--- src/hdl/hptv_pkg.sv ---
// Shared types and constants for the host:port token validator.
package hptv_pkg;

  localparam int unsigned CharW   = 8;
  localparam int unsigned PortW   = 16;
  localparam int unsigned HostLenW = 8;
  localparam int unsigned CfgIdxW = 1;
  localparam int unsigned CfgDataW = 16;

  localparam logic [6:0]          LabelMax  = 7'd63;
  localparam logic [HostLenW-1:0] HostMax   = 8'd253;
  localparam logic [PortW-1:0]    PortReset = 16'd443;
  localparam logic [16:0]         PortMax   = 17'd65535;

  localparam logic [CharW-1:0] ChColon  = 8'h3A;
  localparam logic [CharW-1:0] ChDot    = 8'h2E;
  localparam logic [CharW-1:0] ChHyphen = 8'h2D;

  // Configuration register indexes
  localparam logic [CfgIdxW-1:0] CfgDefaultPort = 1'd0;
  localparam logic [CfgIdxW-1:0] CfgMaxHostLen  = 1'd1;

  typedef enum logic [1:0] {
    STATUS_OK       = 2'd0,
    STATUS_BAD_PORT = 2'd1,
    STATUS_BAD_HOST = 2'd2
  } status_e;

  typedef struct packed {
    logic [CharW-1:0] char_code;
    logic             has_char;
    logic             last_char;
  } item_t;

  typedef struct packed {
    logic                accepted;
    status_e             status;
    logic [PortW-1:0]    port_number;
    logic [HostLenW-1:0] host_length;
  } result_t;

endpackage

--- src/hdl/hptv_stream_if.sv ---
// Valid/ready channels for token bytes in and verdicts out.
interface hptv_in_if;
  import hptv_pkg::*;
  logic             valid;
  logic             ready;
  logic [CharW-1:0] char_code;
  logic             has_char;
  logic             last_char;

  modport source (output valid, output char_code, output has_char, output last_char,
                  input ready);
  modport sink (input valid, input char_code, input has_char, input last_char,
                output ready);
endinterface

interface hptv_out_if;
  import hptv_pkg::*;
  logic                valid;
  logic                ready;
  logic                accepted;
  logic [1:0]          status;
  logic [PortW-1:0]    port_number;
  logic [HostLenW-1:0] host_length;

  modport source (output valid, output accepted, output status, output port_number,
                  output host_length, input ready);
  modport sink (input valid, input accepted, input status, input port_number,
                input host_length, output ready);
endinterface

--- src/hdl/hptv_core.sv ---
// Per-token state and the verdict logic for one byte item.
module hptv_core
  import hptv_pkg::*;
(
  input  logic                clk_i,
  input  logic                rst_ni,
  input  logic                fire_i,
  input  item_t               item_i,
  input  logic [PortW-1:0]    default_port_i,
  input  logic [HostLenW-1:0] max_host_len_i,
  output result_t             result_o
);

  typedef struct packed {
    logic                in_port;
    logic [7:0]          host_cnt;
    logic [6:0]          label_cnt;
    logic                prev_hyphen;
    logic                host_bad;
    logic [16:0]         port_acc;
    logic                digit_seen;
    logic                port_bad;
  } token_t;

  token_t tok_q, tok_d, upd;

  logic [CharW-1:0]    c;
  logic                is_digit, is_alpha;
  logic [19:0]         port_mul;
  logic [HostLenW-1:0] limit;
  logic                host_fail, port_fail;
  logic [PortW-1:0]    port_val;
  status_e             status;

  assign c        = item_i.char_code;
  assign is_digit = (c >= 8'h30) && (c <= 8'h39);
  assign is_alpha = ((c >= 8'h41) && (c <= 8'h5A)) || ((c >= 8'h61) && (c <= 8'h7A));
  assign port_mul = ({3'b000, tok_q.port_acc} << 3) + ({3'b000, tok_q.port_acc} << 1)
                  + {16'd0, c[3:0]};

  always_comb begin
    upd = tok_q;
    if (fire_i && item_i.has_char) begin
      if (tok_q.in_port) begin
        if (!is_digit) begin
          upd.port_bad = 1'b1;
        end else begin
          upd.digit_seen = 1'b1;
          if (port_mul > {3'b000, PortMax}) begin
            upd.port_bad = 1'b1;
            upd.port_acc = PortMax + 17'd1;
          end else begin
            upd.port_acc = port_mul[16:0];
          end
        end
      end else if (c == ChColon) begin
        upd.in_port = 1'b1;
      end else begin
        if (tok_q.host_cnt != 8'hFF) upd.host_cnt = tok_q.host_cnt + 8'd1;
        if (c == ChDot) begin
          if (tok_q.label_cnt == 7'd0 || tok_q.prev_hyphen) upd.host_bad = 1'b1;
          upd.label_cnt   = 7'd0;
          upd.prev_hyphen = 1'b0;
        end else begin
          if (c == ChHyphen) begin
            if (tok_q.label_cnt == 7'd0) upd.host_bad = 1'b1;
            upd.prev_hyphen = 1'b1;
          end else begin
            if (!(is_digit || is_alpha)) upd.host_bad = 1'b1;
            upd.prev_hyphen = 1'b0;
          end
          // label count saturates one past the limit
          if (tok_q.label_cnt <= LabelMax) upd.label_cnt = tok_q.label_cnt + 7'd1;
          if (upd.label_cnt > LabelMax) upd.host_bad = 1'b1;
        end
      end
    end
  end

  assign limit     = (max_host_len_i > HostMax) ? HostMax : max_host_len_i;
  assign host_fail = upd.host_bad || (upd.host_cnt == 8'd0) || (upd.host_cnt > limit)
                   || (upd.label_cnt == 7'd0) || upd.prev_hyphen;

  always_comb begin
    if (upd.in_port) begin
      port_fail = upd.port_bad || !upd.digit_seen || (upd.port_acc == 17'd0)
                || (upd.port_acc > PortMax);
      port_val  = upd.port_acc[PortW-1:0];
    end else begin
      port_fail = (default_port_i == '0);
      port_val  = default_port_i;
    end
  end

  // Port errors take precedence over hostname errors
  always_comb begin
    priority if (port_fail) status = STATUS_BAD_PORT;
    else if (host_fail)     status = STATUS_BAD_HOST;
    else                    status = STATUS_OK;
  end

  always_comb begin
    result_o.status      = status;
    result_o.accepted    = (status == STATUS_OK);
    result_o.port_number = (status == STATUS_OK) ? port_val : '0;
    result_o.host_length = (upd.host_cnt > HostMax) ? HostMax : upd.host_cnt;
  end

  // Clear the token once its verdict is out
  assign tok_d = (fire_i && item_i.last_char) ? '0 : upd;

  always_ff @(posedge clk_i or negedge rst_ni) begin
    if (!rst_ni) begin
      tok_q <= '0;
    end else begin
      tok_q <= tok_d;
    end
  end

endmodule

--- src/hdl/host_port_token_validator.sv ---
// Top level: input register, token check, verdict register and config registers.
// A token's last item passes the input register and hptv_core; its verdict is then registered for out_if.
// Throughput: one item per cycle while no verdict is stalled; hptv_core updates the token state as each item fires.
// A verdict held by a low out_if.ready holds the input register and so stalls input.
// Reset (rst_ni, async, active low) empties both stages, clears the token state and
// loads default_port = 443 and max_host_length = 253.
module host_port_token_validator
  import hptv_pkg::*;
(
  input  logic                clk_i,
  input  logic                rst_ni,
  input  logic                cfg_we_i,
  input  logic [CfgIdxW-1:0]  cfg_index_i,
  input  logic [CfgDataW-1:0] cfg_wdata_i,
  hptv_in_if.sink             in_if,
  hptv_out_if.source          out_if
);

  logic                s1_valid_q;
  item_t               s1_item_q;
  logic                out_valid_q;
  result_t             result_q;
  result_t             core_result;
  logic [PortW-1:0]    default_port_q;
  logic [HostLenW-1:0] max_host_len_q;
  logic                out_stall, s1_fire, in_take;

  assign out_stall   = out_valid_q && !out_if.ready;
  assign s1_fire     = s1_valid_q && !out_stall;
  assign in_if.ready = !s1_valid_q || !out_stall;
  assign in_take     = in_if.valid && in_if.ready;

  always_ff @(posedge clk_i or negedge rst_ni) begin
    if (!rst_ni) begin
      default_port_q <= PortReset;
      max_host_len_q <= HostMax;
    end else if (cfg_we_i) begin
      if (cfg_index_i == CfgDefaultPort) default_port_q <= cfg_wdata_i[PortW-1:0];
      if (cfg_index_i == CfgMaxHostLen)  max_host_len_q <= cfg_wdata_i[HostLenW-1:0];
    end
  end

  always_ff @(posedge clk_i or negedge rst_ni) begin
    if (!rst_ni) begin
      s1_valid_q <= 1'b0;
    end else if (in_take) begin
      s1_valid_q <= 1'b1;
    end else if (s1_fire) begin
      s1_valid_q <= 1'b0;
    end
  end

  always_ff @(posedge clk_i) begin
    if (in_take) begin
      s1_item_q.char_code <= in_if.char_code;
      s1_item_q.has_char  <= in_if.has_char;
      s1_item_q.last_char <= in_if.last_char;
    end
  end

  hptv_core u_core (
    .clk_i          (clk_i),
    .rst_ni         (rst_ni),
    .fire_i         (s1_fire),
    .item_i         (s1_item_q),
    .default_port_i (default_port_q),
    .max_host_len_i (max_host_len_q),
    .result_o       (core_result)
  );

  always_ff @(posedge clk_i or negedge rst_ni) begin
    if (!rst_ni) begin
      out_valid_q <= 1'b0;
    end else if (s1_fire && s1_item_q.last_char) begin
      out_valid_q <= 1'b1;
    end else if (out_if.ready) begin
      out_valid_q <= 1'b0;
    end
  end

  always_ff @(posedge clk_i) begin
    if (s1_fire && s1_item_q.last_char) begin
      result_q <= core_result;
    end
  end

  assign out_if.valid       = out_valid_q;
  assign out_if.accepted    = result_q.accepted;
  assign out_if.status      = result_q.status;
  assign out_if.port_number = result_q.port_number;
  assign out_if.host_length = result_q.host_length;

`ifndef NO_ASSERTIONS
  a_last_gives_verdict: assert property (@(posedge clk_i) disable iff (!rst_ni)
    (s1_fire && s1_item_q.last_char) |=> out_valid_q)
    else $error("last item processed without a verdict");

  a_stall_holds_verdict: assert property (@(posedge clk_i) disable iff (!rst_ni)
    out_stall |=> (out_valid_q && $stable(result_q)))
    else $error("verdict changed while stalled");

  a_full_blocks_input: assert property (@(posedge clk_i) disable iff (!rst_ni)
    (s1_valid_q && out_stall) |-> !in_if.ready)
    else $error("input taken while both stages are blocked");

  a_reject_zero_port: assert property (@(posedge clk_i) disable iff (!rst_ni)
    (s1_fire && s1_item_q.last_char && core_result.status != STATUS_OK)
      |=> (result_q.port_number == '0 && !result_q.accepted))
    else $error("rejected token reports a port");
`endif

endmodule
--- src/flat_wrapper.sv ---
// flat-port wrapper written by rule: the top's interface ports become plain ports
module host_port_token_validator_flat import hptv_pkg::*;
  (clk_i, rst_ni, cfg_we_i, cfg_index_i, cfg_wdata_i, in_if_valid, in_if_char_code, in_if_has_char, in_if_last_char, in_if_ready, out_if_valid, out_if_accepted, out_if_status, out_if_port_number, out_if_host_length, out_if_ready);
  hptv_in_if in_if_i ();
  hptv_out_if out_if_i ();
  input  logic clk_i;
  input  logic rst_ni;
  input  logic cfg_we_i;
  input  logic [CfgIdxW-1:0] cfg_index_i;
  input  logic [CfgDataW-1:0] cfg_wdata_i;
  input wire logic [$bits(in_if_i.valid)-1:0] in_if_valid;
  input wire logic [$bits(in_if_i.char_code)-1:0] in_if_char_code;
  input wire logic [$bits(in_if_i.has_char)-1:0] in_if_has_char;
  input wire logic [$bits(in_if_i.last_char)-1:0] in_if_last_char;
  output wire logic [$bits(in_if_i.ready)-1:0] in_if_ready;
  output wire logic [$bits(out_if_i.valid)-1:0] out_if_valid;
  output wire logic [$bits(out_if_i.accepted)-1:0] out_if_accepted;
  output wire logic [$bits(out_if_i.status)-1:0] out_if_status;
  output wire logic [$bits(out_if_i.port_number)-1:0] out_if_port_number;
  output wire logic [$bits(out_if_i.host_length)-1:0] out_if_host_length;
  input wire logic [$bits(out_if_i.ready)-1:0] out_if_ready;
  assign in_if_i.valid = in_if_valid;
  assign in_if_i.char_code = in_if_char_code;
  assign in_if_i.has_char = in_if_has_char;
  assign in_if_i.last_char = in_if_last_char;
  assign in_if_ready = in_if_i.ready;
  assign out_if_valid = out_if_i.valid;
  assign out_if_accepted = out_if_i.accepted;
  assign out_if_status = out_if_i.status;
  assign out_if_port_number = out_if_i.port_number;
  assign out_if_host_length = out_if_i.host_length;
  assign out_if_i.ready = out_if_ready;
  host_port_token_validator u_core (.clk_i(clk_i), .rst_ni(rst_ni), .cfg_we_i(cfg_we_i), .cfg_index_i(cfg_index_i), .cfg_wdata_i(cfg_wdata_i), .in_if(in_if_i), .out_if(out_if_i));
endmodule
--- config.mk ---
export PLATFORM = sky130hd
export DESIGN_NAME = host_port_token_validator_flat
export DESIGN_NICKNAME = d
export VERILOG_FILES = /design/src/hdl/hptv_pkg.sv /design/src/hdl/hptv_stream_if.sv /design/src/hdl/hptv_core.sv /design/src/hdl/host_port_token_validator.sv /design/src/flat_wrapper.sv
export SDC_FILE = /design/constraint.sdc
export NUM_CORES = 1
export LEC_CHECK = 0
export ABC_AREA = 1
export BUFFER_PORTS_ARGS = -buffer_cell sky130_fd_sc_hd__buf_2
export CAP_MARGIN = 20
export CELL_PAD_IN_SITES_DETAIL_PLACEMENT = 1
export CELL_PAD_IN_SITES_GLOBAL_PLACEMENT = 2
export CORE_UTILIZATION = 39
export DETAILED_ROUTE_END_ITERATION = 10
export PLACE_DENSITY_LB_ADDON = 0.1
export SLEW_MARGIN = 0
export SYNTH_ARGS = -nofsm -noshare
export SYNTH_HDL_FRONTEND = slang
export SYNTH_SLANG_ARGS = --single-unit
--- constraint.sdc ---
create_clock -name clk_i -period 6.1 [get_ports clk_i]
set_clock_uncertainty 0.2 [all_clocks]
set_input_delay 0.915 -clock clk_i [delete_from_list [all_inputs] [get_ports clk_i]]
set_output_delay 0.915 -clock clk_i [all_outputs]
set_load 0.02 [all_outputs]
==> metrics.yaml, run 1 <==
logic_synthesis:
  synth_seq_area_share_pct: 43.20
  synth-compound-area-share_pct: 7.572
  synth.distinct_cells: 42
  synth_top_family_by_area: "simple AND/OR/NAND/NOR gates"
  synthAdderAreaFrac_pct: 9.431
  synth_seq_cells: 100
  synth_xor_area_share_pct: 1.818
  yosys.area_share.simple_pct: 29.17
  syn-cell-area_um2: 6262
  synth_cells: 770
  synth_warnings: 0
  avgSynthCellArea_um2: 8.133
  synth_nets: 848
  synthMuxAreaShare_pct: 1.439
place:
  dp_hpwl_um: 13100
  numPortBuffers: 60
  gp_congestion: 0.8659
floorplanning:
  fp.dieW_um: 128.7
  initial_core_util_pct: 40.59
  num_rows: 45
  io_pins: 61
  core_um2: 15430
  die_area_um2: 16570
  die_h_um: 128.7
global_route:
  grt_max_degree: 65
  track_usage_pct: 21.59
  grt_pass1_wl_um: 27480
  antenna_found_initial: 0
  grt_overflow_total: 0
  grt_pass1_vias: 5430
clock_network:
  cts_max_level: 3
  tritoncts: "built"
  clock-sinks: 100
  cts_buffers: 9
  holdBufCountCts: 0
  clockRootBuffer: "clkbuf_16"
  clock_latency_ns: 0.35
  ctsResizeCount: 0
  cts.clk_slew.worst_paths_ns: 0.07
  cts.path.max_buffers: 2
  cts_setup_buffers: 0
hold_path:
  worstHoldStart: "u_core.u_core.tok_q[1]$_DFF_PN0_"
  hold_path.class: "reg2reg"
  holdPathEnd: "u_core.u_core.tok_q[1]$_DFF_PN0_"
  hold_depth: 2
routing:
  first_iter_violations: 225
  drt_wl_total_um: 16430
  drc: 0
  first_pass_iters: 5
  avgViaCountPerCell: 4.958
  num_vias: 5191
  ant_nets: 0
  drt-wirelength-per-cell_um: 15.69
layout:
  antennaDiodeCount: 0
  area_delta_synth_final_pct: 13.65
  fillers: 1917
  fin_nets: 909
  drive_above_1_share_pct: 17.94
  fin_util_pct: 46.13
critical_path:
  crit_required_ns: 6.10
  rr_worst_depth: 23
  r2r-end: "u_core.out_if.port_number[2]$_SDFFCE_PP0P_"
  r2r_start: "u_core.u_core.tok_q[2]$_DFF_PN0_"
  end_kind: "flip-flop"
  cp-start-kind: "flip-flop"
  path_class: "reg2reg"
  crit_fanout: 17
  r2r_slack_ns: 1.89
  arrival_ns: 4.21
status:
  status: "finished clean"
sta:
  fmax_ghz: 0.2375
  fin_crit_sh_pct: 69.01
  setup_tns_ns: 0
  period_needed_ns: 4.210
  maxSlewViolCount: 0
  slew_headroom_pct: 39.47
  tightestPinTransition_ns: 0.8997
  hold_viol: 0
  rsz0062_at_grt: "false"
  setup_violations: 0
job:
  drv_cap: 0
pwr:
  p_leak_nw: 3.619
  max-vdd-ir-drop_mv: 0.1871
  powerDensity_nw_per_um2: 253.1
  power_mw: 1.801
-- critical path, stage by stage, from the launching register on --
cell and delay, ns:
dfrtp_1 0.38, inv_1 0.07, fa_1 0.53, inv_1 0.07, fa_1 0.45, nand2_1 0.08
nand2_1 0.11, nand3b_1 0.12, nand2_2 0.08, nand2_1 0.12, nand2_1 0.08, nand2_2 0.10
nand2_1 0.06, nor2_1 0.44, nand4_1 0.26, nand2_1 0.12, nor2_1 0.05, nand2_1 0.05
nor2_1 0.04, nand2_1 0.06, nand2_1 0.07, nand2_2 0.09, nand2_4 0.21, nor2_1 0.19
-- metrics by stage --
step | instances | setup WS (ns) | hold WS (ns) | cell area [um2]
floorplan | 770 | 2.232 | 0.2365 | 6262
global placement | 1031 | 1.738 | 0.2670 | 6789
detailed placement | 1031 | 1.570 | 0.2779 | 6789
CTS | 1047 | 1.905 | 0.2936 | 7117
global route | 1047 | 1.480 | 0.3294 | 7117
finish | 1047 | 1.890 | 0.2917 | 7117
-- power by group --
group          internal [mW]  switching [mW]  total, mW
logic                  0.111           0.228      0.339
clock network          0.366           0.264      0.630
registers              0.786          0.0472      0.833
-- Yosys cell counts (all sizes together) --
| cell type | count | area [um2] |
|---|---|---|
| and2 | 2 | 12.51 |
| o211ai | 5 | 37.54 |
| nand3 | 40 | 237.7 |
| or2 | 10 | 62.56 |
| a21boi | 1 | 11.26 |
| o21bai | 2 | 15.01 |
| a31oi | 1 | 6.260 |
| o311ai | 1 | 8.760 |
| nor2 | 103 | 483.0 |
| a21oi | 30 | 157.7 |
| mux2 | 8 | 90.09 |
| buf | 2 | 18.76 |
| clkbuf | 11 | 41.29 |
| dfstp | 14 | 367.9 |
| nor4 | 7 | 43.79 |
| edfxtp | 37 | 1111 |
| inv | 107 | 401.6 |
| ha | 44 | 550.5 |
| fa | 2 | 40.04 |
| xor2 | 10 | 87.58 |
| nand2 | 208 | 823.3 |
| nand3b | 4 | 30.03 |
| dfrtp | 49 | 1226 |
| o21ai | 46 | 237.7 |
| nand4 | 11 | 68.82 |
| nor3 | 12 | 65.06 |
| xnor2 | 3 | 26.28 |
-- final cells by class --
class,instances,area (um2),share of cell area [%]
flip-flops and latches,100,2705,38.01
clock buffers,9,225.2,3.165
inverters,107,401.6,5.643
well taps,211,264.0,3.710
clock inverters,7,102.6,1.442
multi-input cells,550,3095,43.50
repair buffers,63,322.8,4.536
-- registers in the layout (all words and copies together), names as in the netlist --
signal	cells
u_core.u_core.tok_q	37
u_core.out_if.host_length	8
u_core.default_port_q	16
u_core.out_if.status	2
u_core.max_host_len_q	8
u_core.s1_item_q	10
u_core.out_if.valid	1
u_core.s1_valid_q	1
u_core.out_if.accepted	1
u_core.out_if.port_number	16
-- worst max path at each step --
stage	startpoint	slack, ns	to
finish	u_core.u_core.tok_q[2]$_DFF_PN0_	1.89	u_core.out_if.port_number[2]$_SDFFCE_PP0P_
global route	u_core.u_core.tok_q[2]$_DFF_PN0_	1.48	u_core.out_if.port_number[2]$_SDFFCE_PP0P_
CTS	u_core.u_core.tok_q[4]$_DFF_PN0_	1.91	u_core.out_if.port_number[2]$_SDFFCE_PP0P_
detailed placement	out_if_ready	1.57	u_core.out_if.port_number[2]$_SDFFCE_PP0P_
global placement	out_if_ready	1.74	u_core.out_if.port_number[2]$_SDFFCE_PP0P_
floorplan	out_if_ready	2.23	u_core.out_if.port_number[10]$_SDFFCE_PP0P_
-- routing by layer --
metal / vias to the layer above / wire length (um) / track usage (%)
li1: 2615 / - / -
met1: 2486 / 8208 / 29.94
met2: 80 / 7631 / 35.77
met3: 10 / 428 / 2.911
met4: 0 / 160 / 5.052
met5: - / 0 / 0
-- logic make-up (layout without fill, tap and decap cells) --
logic type / count (synthesis) / in the layout
and+or+nand+nor: 397 / 397
buffers and inverters: 120 / 186
DFF: 100 / 100
AOI/OAI and AO/OA: 86 / 86
adders and majority gates: 46 / 46
xor gates and xnor gates: 13 / 13
muxes: 8 / 8
-- cell usage in the layout (no fill, tap or decap), types with 3 or more instances in the layout --
| master | Yosys | layout |
|---|---|---|
| nor4_1 | 7 | 7 |
| a21oi_1 | 28 | 28 |
| nand3_2 | 5 | 5 |
| nand3_1 | 34 | 34 |
| buf_4 | 0 | 3 |
| nand3b_1 | 4 | 4 |
| nor2_4 | 10 | 10 |
| nor3_1 | 11 | 11 |
| inv_6 | 0 | 3 |
| dfstp_2 | 14 | 14 |
| ha_1 | 44 | 44 |
| xnor2_1 | 3 | 3 |
| nand2_1 | 195 | 195 |
| nand2_2 | 11 | 11 |
| nor2_1 | 90 | 90 |
| o211ai_1 | 5 | 5 |
| inv_2 | 5 | 6 |
| xor2_1 | 10 | 10 |
| o21ai_0 | 41 | 40 |
| or2_1 | 4 | 4 |
| or2_2 | 5 | 5 |
| mux2_2 | 8 | 8 |
| nand4_1 | 11 | 11 |
| o21ai_1 | 3 | 4 |
| buf_2 | 0 | 60 |
| edfxtp_1 | 37 | 37 |
| clkbuf_16 | 0 | 9 |
| inv_1 | 102 | 101 |
| dfrtp_1 | 49 | 49 |
Note: power is estimated with default switching activity, not from simulation.
==> run 2: changes to the inputs <==
--- a/config.mk
+++ b/config.mk
@@ -10,7 +10,7 @@
 export CAP_MARGIN = 20
 export CELL_PAD_IN_SITES_DETAIL_PLACEMENT = 1
 export CELL_PAD_IN_SITES_GLOBAL_PLACEMENT = 2
-export CORE_UTILIZATION = 39
+export CORE_UTILIZATION = 36
 export DETAILED_ROUTE_END_ITERATION = 10
 export PLACE_DENSITY_LB_ADDON = 0.1
 export SLEW_MARGIN = 0
==> constraint.sdc (replaced) <==
create_clock -name clk_i -period 4.36 [get_ports clk_i]
set_clock_uncertainty 0.2 [all_clocks]
set_input_delay 0.654 -clock clk_i [delete_from_list [all_inputs] [get_ports clk_i]]
set_output_delay 0.654 -clock clk_i [all_outputs]
set_load 0.02 [all_outputs]
==> metrics.yaml, run 2 (same netlist as run 1, synthesis figures left out) <==
status:
  status: "finished clean"
floorplanning:
  core_um2: 16760  # +8.6%
  num_rows: 47  # +4.4%
  fp.dieW_um: 133.9  # +4.0%
  die_area_um2: 17930  # +8.2%
  io_pins: 61  # unchanged
  die_h_um: 133.9  # +4.0%
  initial_core_util_pct: 37.36  # -3.2 points
hold_path:
  hold_depth: 1  # -1
  hold_path.class: "in2reg"
layout:
  final_cell_mix: "195 x nand2_1, 101 x inv_1, 90 x nor2_1"
  final_common_cell: "nand2_1"
  top_register: "u_core.u_core.tok_q"
  area_delta_synth_final_pct: 15.62
  fin_util_pct: 43.20  # -2.9 points
  fin_nets: 921  # +1.3%
  largest_reg_flops: 37  # unchanged
  drive_above_1_share_pct: 18.99  # +1.0 points
  antennaDiodeCount: 0  # unchanged
  fillers: 2076  # +8.3%
  instances_no_fill: 1068  # +2.0%
routing:
  drt_wl_total_um: 17710  # +7.8%
  wl_met1_um: 8535  # +4.0%
  num_vias: 5283  # +1.8%
  first_iter_violations: 160  # -29%
  ant_nets: 0  # unchanged
  highest_layer: "met4"
  drc: 0  # unchanged
  routed-wl-met2_um: 8386  # +9.9%
  drt-wirelength-per-cell_um: 16.58  # +5.7%
  avgViaCountPerCell: 4.947  # -0.23%
  wl_met3_um: 527  # +23%
  first_pass_iters: 4  # -1
place:
  post-place-cells: 1047  # +1.6%
  numPortBuffers: 60  # unchanged
  dp_hpwl_um: 14200  # +8.4%
  gp_congestion: 0.8409  # -2.9%
global_route:
  track_usage_pct: 21.05  # -0.54 points
  grt_overflow_total: 0  # unchanged
  grt_pass1_wl_um: 29140  # +6.0%
  antenna_found_initial: 0  # unchanged
  grt_max_degree: 55  # -15%
  grt_pass1_vias: 5588  # +2.9%
critical_path:
  worstSetupStartpoint: "u_core.s1_item_q[2]$_DFFE_PP_"
  cp-start-kind: "flip-flop"
  r2r-end: "u_core.out_if.port_number[3]$_SDFFCE_PP0P_"
  r2r_start: "u_core.s1_item_q[2]$_DFFE_PP_"
  path_class: "reg2reg"
  crit_required_ns: 4.37  # -1.73 ns
  end_kind: "flip-flop"
  crit_fanout: 17  # unchanged
  arrival_ns: 4.03  # -0.18 ns
  r2r_slack_ns: 0.34  # -1.55 ns
  rr_worst_depth: 21  # -8.7%
  crit_end: "u_core.out_if.port_number[3]$_SDFFCE_PP0P_"
pwr:
  p_leak_nw: 3.676  # +1.6%
  powerDensity_nw_per_um2: 343.1  # +36%
  max-vdd-ir-drop_mv: 0.2086  # +11%
sta:
  fin_crit_sh_pct: 92.25  # +23 points
  setup_violations: 0  # unchanged
  tightestPinTransition_ns: 0.8837  # -0.01601 ns
  hold_viol: 0  # unchanged
  slew_headroom_pct: 40.34  # +0.87 points
  maxSlewViolCount: 0  # unchanged
  setup_tns_ns: 0  # unchanged
  fmax_ghz: 0.2486  # +4.7%
  period_needed_ns: 4.022  # -0.1880 ns
clock_network:
  clock_latency_ns: 0.35  # about the same
  clockRootBuffer: "clkbuf_16"
  cts.clk_slew.worst_paths_ns: 0.07  # about the same
  clock-sinks: 100  # unchanged
  tritoncts: "built"
  cts_max_level: 3  # unchanged
  cts_buffers: 9  # unchanged
  cts.path.max_buffers: 2  # unchanged
job:
  drv_cap: 0  # unchanged
==> run 2: where the power goes <==
group / internal (mW) / total [mW] / leakage (nW) / switching, mW
Combinational: 0.189 / 0.521 / 2.38 / 0.332
Sequential: 1.10 / 1.16 / 1.15 / 0.0632
Clock: 0.430 / 0.801 / 0.147 / 0.371
Total: 1.72 / 2.48 / 3.68 / 0.767
==> run 2: worst min-delay path by stage <==
stage | from | end
final | in_if_char_code[6] | u_core.s1_item_q[8]$_DFFE_PP_
after global routing | in_if_char_code[4] | u_core.s1_item_q[6]$_DFFE_PP_
after CTS | in_if_char_code[3] | u_core.s1_item_q[5]$_DFFE_PP_
after detailed placement | u_core.u_core.tok_q[1]$_DFF_PN0_ | u_core.u_core.tok_q[1]$_DFF_PN0_
after global placement | u_core.u_core.tok_q[1]$_DFF_PN0_ | u_core.u_core.tok_q[1]$_DFF_PN0_
after floorplan | rst_ni | u_core.default_port_q[10]$_DFFE_PN0P_
==> run 2: routing by layer <==
metal	up-vias	GRT usage, %
met5	-	0
met4	0	5.619
met3	21	3.326
met2	81	35.55
met1	2539	27.89
li1	2642	-
==> run 2: critical path: stages (launching register included) <==
cell      delay [ns]
edfxtp_1        0.46
or2_1           0.30
nor2_1          0.11
nand2_1         0.10
nand2_2         0.17
inv_2           0.12
nand2_2         0.14
inv_2           0.07
or2_2           0.28
o21ai_2         0.09
inv_1           0.12
ha_1            0.33
a21oi_1         0.14
o21ai_0         0.09
nand2_1         0.07
o211ai_1        0.08
o21ai_0         0.15
nand3_1         0.18
nor3_4          0.30
nand2_4         0.08
buf_12          0.17
nor2_1          0.12
==> run 2: cell type report <==
class	count	area [um2]	area share, %
repair buffers	75	452.9	6.255
inverters	107	401.6	5.547
multi-input cells	550	3109	42.94
flip-flops and latches	100	2705	37.36
clock inverters	5	42.54	0.5875
well taps	220	275.3	3.802
clock buffers	11	254.0	3.508
==> run 2: timing repair <==
| item | 4_1_cts | 5_1_grt |
|---|---|---|
| setup endpoints to repair | 0 | 17 |
| hold buffers | 0 | 1 |
| gates resized for setup | 0 | 2 |
| setup buffers | 0 | 2 |
| endpoints found under the hold margin | 0 | 3 |
==> run 2: metrics by stage <==
step / hold slack (ns) / setup WS [ns] / power (mW) / cell area, um2
floorplan: 0.1584 / 0.7532 / 1.503 / 6262
global placement: 0.2708 / -0.08883 / 1.647 / 6853
detailed placement: 0.2795 / -0.2195 / 1.675 / 6853
CTS: 0.2600 / 0.04357 / 2.484 / 7149
global route: 0.2595 / -0.02822 / 2.618 / 7241
finish: 0.2737 / 0.3381 / 2.484 / 7241
==> run 3: changes to the inputs <==
--- a/config.mk
+++ b/config.mk
@@ -10,10 +10,10 @@
 export CAP_MARGIN = 20
 export CELL_PAD_IN_SITES_DETAIL_PLACEMENT = 1
 export CELL_PAD_IN_SITES_GLOBAL_PLACEMENT = 2
-export CORE_UTILIZATION = 36
+export CORE_UTILIZATION = 32
 export DETAILED_ROUTE_END_ITERATION = 10
 export PLACE_DENSITY_LB_ADDON = 0.1
-export SLEW_MARGIN = 0
+export SLEW_MARGIN = 20
 export SYNTH_ARGS = -nofsm -noshare
 export SYNTH_HDL_FRONTEND = slang
 export SYNTH_SLANG_ARGS = --single-unit
==> constraint.sdc (replaced) <==
create_clock -name clk_i -period 3.3 [get_ports clk_i]
set_clock_uncertainty 0.2 [all_clocks]
set_input_delay 0.495 -clock clk_i [delete_from_list [all_inputs] [get_ports clk_i]]
set_output_delay 0.495 -clock clk_i [all_outputs]
set_load 0.02 [all_outputs]
==> metrics.yaml, run 3 (same netlist as run 1, synthesis figures left out) <==
routing:
  drt_wl_total_um: 20010  # +13%
  routed-wl-met2_um: 9532  # +14%
  drc: 0  # unchanged
  wl_met1_um: 9901  # +16%
  first_pass_iters: 4  # unchanged
  ant_nets: 0  # unchanged
  drt-wirelength-per-cell_um: 16.13  # -2.7%
  highest_layer: "met4"
  wl_met3_um: 368  # -30%
  num_vias: 5802  # +9.8%
  first_iter_violations: 182  # +14%
  avgViaCountPerCell: 4.679  # -5.4%
floorplanning:
  die_area_um2: 20130  # +12%
  core_um2: 18960  # +13%
  initial_core_util_pct: 33.04  # -4.3 points
  fp.dieW_um: 141.9  # +6.0%
  die_h_um: 141.9  # +6.0%
  io_pins: 61  # unchanged
  num_rows: 50  # +6.4%
pwr:
  p_int_mw: 2.414  # +41%
  p_seq_share_pct: 43.7  # -3.1 points
  p_clk_share_pct: 31.9  # -0.3 points
  p_leak_nw: 4.383  # +19%
  powerDensity_nw_per_um2: 398.1  # +16%
  max-vdd-ir-drop_mv: 0.2992  # +43%
  power_switching_mw: 1.095  # +43%
  pwr-share-comb_pct: 24.4  # +3.4 points
  switching_share_pct: 31.20  # +0.33 points
sta:
  setup_ws_ns: -0.4576  # -0.7957 ns
  maxSlewViolCount: 0  # unchanged
  hold_viol: 0  # unchanged
  fmax_ghz: 0.2661  # +7.0%
  tightestPinTransition_ns: 0.7791  # -0.1046 ns
  fin_crit_sh_pct: 113.9  # +22 points
  setup_violations: 20  # +20
  rsz0062_at_grt: "true"
  period_needed_ns: 3.758  # -0.2643 ns
  setup_tns_ns: -8.123  # -8.123 ns
  slew_headroom_pct: 47.94  # +7.6 points
clock_network:
  cts_buffers: 9  # unchanged
  cts.clk_slew.worst_paths_ns: 0.07  # about the same
  cts.path.max_buffers: 2  # unchanged
  clock-sinks: 100  # unchanged
  clock_latency_ns: 0.36  # about the same
  cts_max_level: 3  # unchanged
  tritoncts: "built"
  clockRootBuffer: "clkbuf_16"
global_route:
  track_usage_pct: 20.78  # -0.27 points
  antenna_found_initial: 0  # unchanged
  grt_pass1_wl_um: 32110  # +10%
  grt_pass1_vias: 6136  # +9.8%
  grt_max_degree: 65  # +18%
  grt_overflow_total: 0  # unchanged
status:
  violations: "setup timing"
  status: "finished with violations"
layout:
  area_delta_synth_final_pct: 40.72
  antennaDiodeCount: 0  # unchanged
  fin_util_pct: 46.49  # +3.3 points
  top_register: "u_core.u_core.tok_q"
  drive_above_1_share_pct: 38.16  # +19 points
  final_common_cell: "nand2_1"
  fin_nets: 1053  # +14%
  instances_no_fill: 1240  # +16%
  final_cell_mix: "177 x nand2_1, 136 x buf_4, 93 x inv_1"
  largest_reg_flops: 37  # unchanged
place:
  numPortBuffers: 60  # unchanged
  dp_hpwl_um: 15640  # +10%
  post-place-cells: 1206  # +15%
  gp_congestion: 0.8511  # +1.2%
critical_path:
  path_class: "reg2reg"
  arrival_ns: 3.67  # -0.36 ns
  cp-start-kind: "flip-flop"
  crit_required_ns: 3.21  # -1.16 ns
  crit_fanout: 3  # -14
  end_kind: "flip-flop"
job:
  drv_cap: 0  # unchanged
hold_path:
  hold_path.class: "in2reg"
## run 3: cell types whose count changed in the layout (fill, tap and decap cells not counted), sizes merged
cell / change
clkbuf: -2
buf: +132
bufinv: +1
clkinvlp: +1
clkinv: -1
inv: +1
## run 3: final cells by class
cell class                      count  area [um2]
Fill cell                        2253       10140
Clock buffer                        9       225.2
Sequential cell                   100        2713
Inverter                          107       404.1
Multi-Input combinational cell    550        3575
Tap cell                          260       325.3
Timing Repair Buffer              207        1488
Clock inverter                      7       82.58
## run 3: worst max-delay path, stage by stage (launching register included)
cell,delay [ns]
dfrtp_1,0.38
inv_2,0.05
fa_2,0.56
inv_2,0.06
fa_2,0.35
nand2_2,0.10
nand2_4,0.07
nand3_4,0.09
nand2_4,0.07
buf_6,0.13
a21oi_2,0.14
xor2_1,0.17
nor2_1,0.08
nand3_2,0.08
nand2_1,0.08
buf_4,0.14
buf_4,0.12
buf_4,0.12
buf_4,0.12
buf_4,0.12
inv_2,0.05
nand2_1,0.04
o21ai_1,0.14
nor2_4,0.06
## run 3: power by group through the flow
stage	logic (mW)	registers [mW]	clock network [mW]
finish	0.857	1.53	1.12
global route	0.950	1.54	1.18
CTS	0.864	1.53	1.15
detailed placement	0.802	1.56	0
global placement	0.765	1.55	0
floorplan	0.416	1.58	0
## run 3: what timing repair did
action | in CTS | in global routing
cloned | 1 | 0
gates resized for setup | 33 | 81
hold endpoints to repair | 24 | 0
hold buffers | 1 | 0
pin swaps | 22 | 35
setup buffers | 14 | 6
setup endpoints to repair | 20 | 32
## run 3: through the flow
stage	hold WS, ns	cell area (um2)	setup slack [ns]	power (mW)
finish	0.1061	8812	-0.4576	3.509
global route	0.09130	8812	-0.6647	3.677
CTS	0.09177	8413	-0.5327	3.552
floorplan	-0.0005910	6287	-0.08461	1.993
global placement	0.2704	7866	-0.5316	2.319
detailed placement	0.2764	7866	-0.5844	2.360
## run 3: worst paths after layout
path	endpoint	startpoint	slack [ns]	depth (start not counted)
setup / recovery	u_core.out_if.port_number[14]$_SDFFCE_PP0P_	u_core.u_core.tok_q[2]$_DFF_PN0_	-0.46	23
hold / removal	u_core.s1_item_q[1]$_DFFE_PP_	in_if_has_char	0.11	1
setup reg to reg	u_core.out_if.port_number[14]$_SDFFCE_PP0P_	u_core.u_core.tok_q[2]$_DFF_PN0_	-0.46	23
hold reg to reg	u_core.u_core.tok_q[1]$_DFF_PN0_	u_core.u_core.tok_q[1]$_DFF_PN0_	0.29	2
max in group asynchronous	u_core.max_host_len_q[2]$_DFFE_PN1P_	rst_ni	1.65	3
min in group asynchronous	u_core.u_core.tok_q[17]$_DFF_PN0_	rst_ni	0.52	2
## run 3: routing by layer
layer | vias up | GRT usage (%)
li1 | 2906 | -
met1 | 2820 | 29.32
met2 | 63 | 33.70
met3 | 13 | 2.835
met4 | 0 | 4.641
met5 | - | 0
